`src/hw/rtl/sart_pkg.sv`:
```
// ----------------------------------------------------------------------------
// sart_pkg: shared types for the reuse tracking table
// Opcodes and the request record passed from front end to back end.
// ----------------------------------------------------------------------------
package sart_pkg;

	localparam int unsigned BLOCK_SHIFT = 6;
	localparam int unsigned BLOCK_W     = 64 - BLOCK_SHIFT;
	localparam int unsigned COUNT_W     = 9;

	typedef enum logic [2:0] {
		OP_QUERY        = 3'd0,
		OP_ALLOCATE     = 3'd1,
		OP_MARK         = 3'd2,
		OP_LOOKUP_RESET = 3'd3,
		OP_EVICT        = 3'd4
	} op_t;

	typedef enum logic [2:0] {
		ST_CLEAR,
		ST_IDLE,
		ST_MOD,
		ST_READ,
		ST_EXEC
	} be_state_t;

	typedef struct packed {
		logic [2:0]         opcode;
		logic [BLOCK_W-1:0] block;
	} req_t;

endpackage

```
`src/hw/rtl/sart_front.sv`:
```
// ----------------------------------------------------------------------------
// sart_front: request intake
// Splits the address into its block number and queues the request in a
// two-entry FIFO so intake and execution stall independently.
// ----------------------------------------------------------------------------
module sart_front (
	input  logic                clk,
	input  logic                arst_n,
	input  logic                s_tvalid,
	output logic                s_tready,
	input  logic [71:0]         s_tdata,
	output logic                q_valid,
	input  logic                q_ready,
	output sart_pkg::req_t      q_req
);
	import sart_pkg::*;

	req_t       fifo_q [2];
	logic       wr_ptr_q, rd_ptr_q;
	logic [1:0] cnt_q;
	logic       push, pop;

	assign s_tready = (cnt_q != 2'd2);
	assign push     = s_tvalid && s_tready;
	assign q_valid  = (cnt_q != 2'd0);
	assign pop      = q_valid && q_ready;
	assign q_req    = fifo_q[rd_ptr_q];

	always_ff @(posedge clk) begin
		if (push) begin
			fifo_q[wr_ptr_q].opcode <= s_tdata[2:0];
			fifo_q[wr_ptr_q].block  <= s_tdata[3+BLOCK_SHIFT +: BLOCK_W];
		end
	end

	always_ff @(posedge clk or negedge arst_n) begin
		if (!arst_n) begin
			wr_ptr_q <= 1'b0;
			rd_ptr_q <= 1'b0;
			cnt_q    <= 2'd0;
		end else begin
			if (push) wr_ptr_q <= ~wr_ptr_q;
			if (pop) rd_ptr_q <= ~rd_ptr_q;
			cnt_q <= cnt_q + {1'b0, push} - {1'b0, pop};
		end
	end

endmodule

```
`config.mk`:
```
export PLATFORM = sky130hd
export DESIGN_NAME = sart_front
export DESIGN_NICKNAME = d
export VERILOG_FILES = /design/src/hw/rtl/sart_pkg.sv /design/src/hw/rtl/sart_front.sv
export SDC_FILE = /design/constraint.sdc
export NUM_CORES = 1
export LEC_CHECK = 0
export CAP_MARGIN = 20
export CORE_UTILIZATION = 50
export CTS_CLUSTER_SIZE = 16
export DETAILED_ROUTE_END_ITERATION = 8
export DONT_BUFFER_PORTS = 1
export SLEW_MARGIN = 20
export SYNTH_ARGS = -nofsm -noshare
export SYNTH_HDL_FRONTEND = slang
export SYNTH_SLANG_ARGS = --single-unit
```
`constraint.sdc`:
```
create_clock -name clk -period 4.46 [get_ports clk]
set_clock_uncertainty 0.2 [all_clocks]
set_input_delay 0.223 -clock clk [delete_from_list [all_inputs] [get_ports clk]]
set_output_delay 0.223 -clock clk [all_outputs]
set_load 0.01 [all_outputs]
```
==> flow_summary.toml, run 1 <==
[min_path]
min_delay_path_depth = 1
hold_start = "s_tdata[62]"
hold_class = "in2reg"
min_to = "fifo_q[0][53]$_DFFE_PP_"

[clock_network]
cts.htree.levels = 4
clock_latency_ns = 0.49
cts_buffers = 17
cts_tree = "yes"
clock_sinks = 126
clk_pin_slew_ns = 0.06
cts_root_buf = "clkbuf_8"
postCtsResizedCells = 0
ctsLongestPathBuffers = 2

[setup_path]
worstPathRequired_ns = 4.39
end_kind = "flop"
timing.rr.end = "fifo_q[0][27]$_DFFE_PP_"
crit_path_start_kind = "flop"
worstPathMaxFanout = 37
crit_chain = "nand2b_1 -> nand2_1 -> nor2_4 -> buf_4"
r2r_cells = 4
crit_type = "reg2reg"
critical_path.startpoint = "cnt_q[1]$_DFF_PN0_"
r2r_slack_ns = 1.95
crit_slowest_cell = "nor2_4"
crit_arrival_ns = 2.44
critPathMaxStageDelay_ns = 0.62
rr_startpoint = "cnt_q[1]$_DFF_PN0_"

[final_layout]
area_growth_pct = 27.4
final_common_cell = "edfxtp_1"
fin_cells = 428
seqCellArea_mm2 = 0.00377
diodes = 0
nNetsFinal = 365
multiInputGateArea_mm2 = 0.00101
drive_above_1_share_pct = 32.8
postLayoutCoreUtil_pct = 66.6
final_cell_mix = "edfxtp_1, dlygate4sd3_1, mux2_4, clkbuf_16, bufinv_16"
n_fill_cell = 645

[placement]
place_congestion = 0.677
dp_hpwl_um = 4770
io_buffers = 0
dp_cells = 331
place_ws_ns = 1.97

[run]
maxCapViolations = 0

[floorplan]
rows = 35
die_height_um = 101
fp.dieW_um = 101
initial_core_util_pct = 52.3
ios = 139
dieArea_mm2 = 0.0102
core_area_mm2 = 0.00937

[timing]
hold_violations = 0
rsz0062_at_grt = "no"
tns_ns = 0
setup_viol = 0
tightestPinTransition_ns = 0.892
finalCriticalPeriod_ns = 2.51
fmax_mhz = 399
slew_viol_final = 0
slew_headroom_pct = 40.5
fin_ws_ns = 1.95
finalCritPeriodShare_pct = 56.2
hold_slack_ns = 0.178

[synthesis]
ys_seq_area_share_pct = 76.8
synthesis.instances = 207
syn_avg_cell_area_um2 = 23.7
syn_area_mm2 = 0.00490
synth.distinct_cells = 16
synth_nets = 285
yosysWarnings = 0
synth_seq_cells = 126

[global_routing]
gr-total-overflow = 0
first_global_vias = 2336
track_usage_pct = 16.2
grt_max_degree = 63
antenna_found_initial = 0
grt_pass1_wl_um = 11600

[route]
route.detailed.drc = 0
num_vias = 2146
detail-route-antenna-nets = 0
wire_per_inst_um = 18.3
routed_via_density = 5.01
drt_iter0_drc = 42
wl_um = 7850
firstDrtPassIters = 4

[power_and_ir_drop]
power_leakage_nw = 2.31
irDropWorstVdd_mv = 0.481
p_per_area_mw_per_mm2 = 672

[status]
outcome = "finished clean"
-- Yosys cell counts --
cell type	number	area, um2
dfrtp_1	4	100
nor2_1	1	3.75
xor2_1	1	8.76
or2_1	1	6.26
and3_1	1	6.26
edfxtp_1	122	3660
mux2_2	2	22.5
and2_4	1	8.76
inv_1	1	3.75
ha_1	2	25.0
buf_12	6	120
mux2_4	59	886
nand2_1	1	3.75
buf_6	1	11.3
nand2b_1	1	6.26
xnor2_1	3	26.3
-- power breakdown --
part | total [W] | internal [W] | switching, W
Clock | 0.00138 | 0.000905 | 0.000475
Combinational | 0.00105 | 0.000529 | 0.000520
Sequential | 0.00177 | 0.00163 | 0.000142
-- cell type report --
cell class,count,share of cell area (%)
Timing Repair Buffer,68,11.1
Multi-Input combinational cell,73,16.2
Clock inverter,14,3.09
Clock buffer,17,6.63
Sequential cell,126,60.3
Tap cell,129,2.58
Inverter,1,0.0601
-- kinds of logic after synthesis --
family / after synthesis / synth area share, %
XOR/XNOR: 4 / 0.715
adder cells (fa/ha/maj): 2 / 0.510
buffers and inverters: 8 / 2.76
flip-flops: 126 / 76.8
multiplexers: 61 / 18.5
AND/OR/NAND/NOR: 6 / 0.715
-- metrics by stage --
step / power (W) / area (um2)
2_1_floorplan: 0.00273 / 4900
3_3_place_gp: 0.00275 / 4960
3_5_place_dp: 0.00279 / 4960
4_1_cts: 0.00423 / 6220
5_1_grt: 0.00437 / 6240
6_report: 0.00420 / 6240
-- sequential cells by signal, indices dropped and copies added (netlist names) --
signal / count
fifo_q: 122
cnt_q: 2
rd_ptr_q: 1
wr_ptr_q: 1
-- repair_timing --
action | in CTS | in global routing
buffers inserted | 0 | 0
hold endpoints to repair | 129 | 0
hold buffers | 65 | 0
-- worst max-delay path: cells and delay by family (launching register included) --
family | cells | cell delay [ns]
buffers and inverters | 1 | 0.55
flip-flops | 1 | 0.40
AND/OR/NAND/NOR | 3 | 0.98
-- layer usage --
layer  part of all wire [%]  wire length [um]  track usage (%)
met1                     37              2880             16.9
met2                     55              4320             28.6
met3                    7.2               568             6.59
met4                    1.0                82             7.02
met5                      0                 0                0
-- worst max path at each step --
stage	slack (ns)	endpoint	cells past startpoint
after global routing	1.78	fifo_q[0][27]$_DFFE_PP_	4
after floorplan	0.57	fifo_q[0][0]$_DFFE_PP_	3
after global placement	2.05	fifo_q[0][20]$_DFFE_PP_	4
final	1.95	fifo_q[0][27]$_DFFE_PP_	4
after detailed placement	1.97	fifo_q[0][20]$_DFFE_PP_	4
after CTS	1.83	q_req[60]	1
(Power assumes the default switching activity.)
==> inputs of run 2 (changes only) <==
==> constraint.sdc (replaced) <==
create_clock -name clk -period 2.4 [get_ports clk]
set_clock_uncertainty 0.2 [all_clocks]
set_input_delay 0.12 -clock clk [delete_from_list [all_inputs] [get_ports clk]]
set_output_delay 0.12 -clock clk [all_outputs]
set_load 0.01 [all_outputs]
==> run 2 against run 1 <==
  * Sequential share of layout area up 0.43 points
  * Utilization shrank 0.47 points
  * Die area unchanged
  * Via count is 1.0% lower
  * Wire length increased by 1.1%
  * Sequential cell count unchanged
  * Global-route usage grew 0.27 points
  * Non-clock buffer count is 1 higher
  * Power increased by 79%
  * Cell count is 0.47% higher
  * Setup slack got worse by 1.7 ns
==> flow_summary.toml, run 2 (same netlist as run 1, synthesis figures left out) <==
[final_layout]
top_regs = "fifo_q x122, cnt_q x2"
diodes = 0
largest_reg_flops = 122
regMostFlops = "fifo_q"
drive_above_1_share_pct = 32.9
area_growth_pct = 26.5
design_area_mm2 = 0.00620
final_cell_mix = "edfxtp_1, dlygate4sd3_1, mux2_4, clkbuf_16"
final_common_cell = "edfxtp_1"
n_fill_cell = 648
nNetsFinal = 366

[clock_network]
clock_sinks = 126
post-cts-setup-buffers = 0
cts_hold_buffers = 65
clock_latency_ns = 0.50
cts_root_buf = "clkbuf_8"
cts_buffers = 17
cts_tree = "yes"
ctsLongestPathBuffers = 2
clk_pin_slew_ns = 0.06
cts.htree.levels = 4
postCtsResizedCells = 0

[setup_path]
crit_type = "reg2out"
r2r_slack_ns = 0.42
crit_arrival_ns = 1.78
worstPathMaxFanout = 19
end_kind = "output port"
crit_path_start_kind = "flop"
worstPathRequired_ns = 2.08

[min_path]
hold_class = "in2reg"

[route]
wl_um = 7940
wire_per_inst_um = 18.5
drt_iter0_drc = 83
routed_via_density = 4.94
firstDrtPassIters = 4
num_vias = 2124
detail-route-antenna-nets = 0
route.detailed.drc = 0

[run]
maxCapViolations = 0

[floorplan]
core_area_mm2 = 0.00937
rows = 35
dieArea_mm2 = 0.0102
initial_core_util_pct = 52.3
fp.dieW_um = 101
ios = 139
die_height_um = 101

[placement]
place_congestion = 0.677
placed_cell_area_mm2 = 0.00501
io_buffers = 0
dp_hpwl_um = 4720

[power_and_ir_drop]
irDropWorstVdd_mv = 0.865
p_per_area_mw_per_mm2 = 1210
power_leakage_nw = 2.28

[timing]
tns_ns = 0
tightestPinTransition_ns = 0.375
slew_headroom_pct = 75.0
rsz0062_at_grt = "no"
setup_viol = 0
hold_violations = 0
finalCritPeriodShare_pct = 87.7
slew_viol_final = 0
fmax_mhz = 475
finalCriticalPeriod_ns = 2.10

[global_routing]
grt_pass1_wl_um = 11700
track_usage_pct = 16.4
antenna_found_initial = 0
gr-total-overflow = 0
grt_max_degree = 62
first_global_vias = 2277

[status]
outcome = "finished clean"
==> run 2: cell count changes in the layout (fill, tap and decap cells not counted) <==
| cell | previous run | this run |
|---|---|---|
| buf_12 | 0 | 3 |
| bufinv_16 | 4 | 1 |
| clkinvlp_4 | 2 | 3 |
| clkinv_2 | 2 | 4 |
| clkinv_1 | 1 | 2 |
| clkinv_4 | 3 | 4 |
| buf_16 | 1 | 0 |
| inv_6 | 2 | 1 |
| buf_4 | 2 | 1 |
==> run 2: worst paths after layout <==
check,from,to,cells past startpoint
min reg2reg,cnt_q[0]$_DFF_PN0_,cnt_q[0]$_DFF_PN0_,1
max in group asynchronous,arst_n,rd_ptr_q$_DFFE_PN0P_,2
min,s_tvalid,fifo_q[1][38]$_DFFE_PP_,2
min in group asynchronous,arst_n,cnt_q[1]$_DFF_PN0_,2
max reg2reg,cnt_q[1]$_DFF_PN0_,cnt_q[1]$_DFF_PN0_,7
max,rd_ptr_q$_DFFE_PN0P_,q_req[17],2
==> run 2: power by group <==
| part | switching (W) | internal, W |
|---|---|---|
| combinational | 0.00107 | 0.00101 |
| sequential | 0.000183 | 0.00302 |
| clock | 0.000875 | 0.00136 |
==> run 2: through the flow <==
step                power [W]  setup WS (ns)  std cells  hold slack (ns)  utilization [%]
floorplan             0.00506          0.189        207           -0.376                -
global placement      0.00517          0.504        333           -0.375             53.5
detailed placement    0.00525          0.439        333           -0.375             53.5
CTS                   0.00760          0.265        430          0.00718             66.2
global route          0.00784          0.214        430           0.0124             66.2
finish                0.00752          0.296        430          0.00128             66.2
==> run 2: per-layer routing <==
metal  global-route usage (%)  part of all wire, %  vias up
met1                     16.6                   37     1056
met2                     28.9                   55       81
met5                        0                    0        -
li1                         -                    -      981
met3                     7.63                  7.1        6
met4                     7.36                 0.67        0
==> run 2: final cells by class <==
class	instances	area [um2]	area share, %
inverter	1	3.75	0.0605
clock buffer	17	414	6.68
timing repair buffer	69	718	11.6
tap	129	161	2.60
multi-input combinational	73	1010	16.3
sequential	126	3770	60.8
clock inverter	15	124	2.00
==> run 2: critical path, cell delays in order (launching register included) <==
cell and delay (ns):
dfrtp_4 0.54, buf_4 0.37, mux2_4 0.36
==> inputs of run 3 (changes only) <==
--- a/config.mk
+++ b/config.mk
@@ -6,6 +6,7 @@
 export NUM_CORES = 1
 export LEC_CHECK = 0
 export CAP_MARGIN = 20
+export CORE_ASPECT_RATIO = 1.5
 export CORE_UTILIZATION = 50
 export CTS_CLUSTER_SIZE = 16
 export DETAILED_ROUTE_END_ITERATION = 8
==> run 3 against run 2 <==
  * Global-route usage decreased by 0.26 points
  * Setup slack gained 0.051 ns
  * Worst hold slack gained 0.12 ns
  * Register-to-register slack worse by 0.03 ns
  * Sequential power increased by 2%
  * Utilization shrank 0.14 points
  * Via count rose by 0.33%
  * Wire length rose by 0.25%
  * Cell count is 3.7% lower
  * Final area fell by 0.32%
  * Sequential share of layout area is 0.20 points higher
  * Fmax grew 2.5%
==> flow_summary.toml, run 3 (same netlist as run 1, synthesis figures left out) <==
[status]
outcome = "finished clean"

[timing]
tns_ns = 0
hold_violations = 0
fmax_mhz = 487
finalCriticalPeriod_ns = 2.05
slew_viol_final = 0
hold_slack_ns = 0.123
slew_headroom_pct = 65.6
finalCritPeriodShare_pct = 85.5
rsz0062_at_grt = "no"
setup_viol = 0
tightestPinTransition_ns = 0.515

[global_routing]
grt_max_degree = 39
first_global_vias = 2286
busiest_layer = "met2"
met3_usage_pct = 6.88
use_met1_pct = 16.3
antenna_found_initial = 0
grt_pass1_wl_um = 11800
gr-total-overflow = 0
grt_use_met2_pct = 28.2
track_usage_pct = 16.2

[min_path]
hold_class = "in2reg"

[floorplan]
initial_core_util_pct = 52.4
fp.dieW_um = 82.8
dieArea_mm2 = 0.0102
ios = 139
rows = 43
die_height_um = 123
core_area_mm2 = 0.00936

[setup_path]
crit_family = "flip-flops"
end_kind = "output port"
crit_slowest_cell = "dfrtp_4"
crit_type = "reg2out"
crit_buf_inv = 1
crit_arrival_ns = 1.73
crit_chain = "buf_12 -> mux2_2"
worstPathMaxFanout = 20
worstPathRequired_ns = 2.08
critPathMaxStageDelay_ns = 0.69
crit_path_start_kind = "flop"

[route]
detail-route-antenna-nets = 0
wl_um = 7960
num_vias = 2131
routed_via_density = 5.15
drt_iter0_drc = 74
wire_per_inst_um = 19.2
firstDrtPassIters = 4
route.detailed.drc = 0

[power_and_ir_drop]
p_per_area_mw_per_mm2 = 1230
irDropWorstVdd_mv = 1.02
power_leakage_nw = 2.29

[clock_network]
cts.htree.levels = 4
clock_sinks = 126
clock_latency_ns = 0.40
cts_root_buf = "clkbuf_16"
ctsLongestPathBuffers = 2
cts_buffers = 17
cts_hold_buffers = 65
clk_pin_slew_ns = 0.05
cts_tree = "yes"
postCtsResizedCells = 0
post-cts-setup-buffers = 0

[final_layout]
seqCellArea_mm2 = 0.00377
drive_above_1_share_pct = 30.8
area_growth_pct = 26.1
top_regs = "fifo_q x122, cnt_q x2"
final_common_cell = "edfxtp_1"
n_fill_cell = 637
multiInputGateArea_mm2 = 0.00101
postLayoutCoreUtil_pct = 66.0
regMostFlops = "fifo_q"
nNetsFinal = 368
final_cell_mix = "edfxtp_1, dlygate4sd3_1, mux2_4, clkbuf_16, clkinv_1"
diodes = 0
largest_reg_flops = 122

[placement]
place_congestion = 0.630
dp_hpwl_um = 4900
io_buffers = 0

[run]
maxCapViolations = 0
==> run 3: cell type report <==
cell class / instances / share of cell area [%]
Inverter: 1 / 0.0607
Timing Repair Buffer: 71 / 11.7
Sequential cell: 126 / 61.0
Clock inverter: 11 / 1.62
Tap cell: 112 / 2.27
Clock buffer: 20 / 7.06
Multi-Input combinational cell: 73 / 16.4
==> run 3: power breakdown <==
group	leakage, nW	internal [W]	switching, W
Clock	0.259	0.00149	0.000792
Sequential	1.18	0.00302	0.000241
Combinational	0.853	0.00101	0.00102
==> run 3: routing by layer <==
layer | vias to the layer above | wire (um)
met1 | 1041 | 2750
met2 | 94 | 4340
li1 | 983 | -
met4 | 0 | 174
met3 | 13 | 697
met5 | - | 0
==> run 3: metrics by stage <==
step	worst slack, ns	instance area, um2	total power (W)	cells
2_1_floorplan	0.189	4910	0.00506	207
3_3_place_gp	0.504	4990	0.00518	318
3_5_place_dp	0.444	4990	0.00527	318
4_1_cts	0.300	6180	0.00766	414
5_1_grt	0.264	6180	0.00788	414
6_report	0.347	6180	0.00758	414
==> run 3: path summary, 6_finish.rpt <==
path,startpoint,to,slack [ns],cells past startpoint
setup reg to reg,cnt_q[1]$_DFF_PN0_,cnt_q[1]$_DFF_PN0_,0.39,7
setup / recovery,rd_ptr_q$_DFFE_PN0P_,q_req[0],0.35,2
min in group asynchronous,arst_n,cnt_q[0]$_DFF_PN0_,0.34,2
max in group asynchronous,arst_n,rd_ptr_q$_DFFE_PN0P_,1.46,2
hold reg to reg,cnt_q[0]$_DFF_PN0_,cnt_q[0]$_DFF_PN0_,0.36,1
hold / removal,s_tvalid,fifo_q[1][52]$_DFFE_PP_,0.12,2
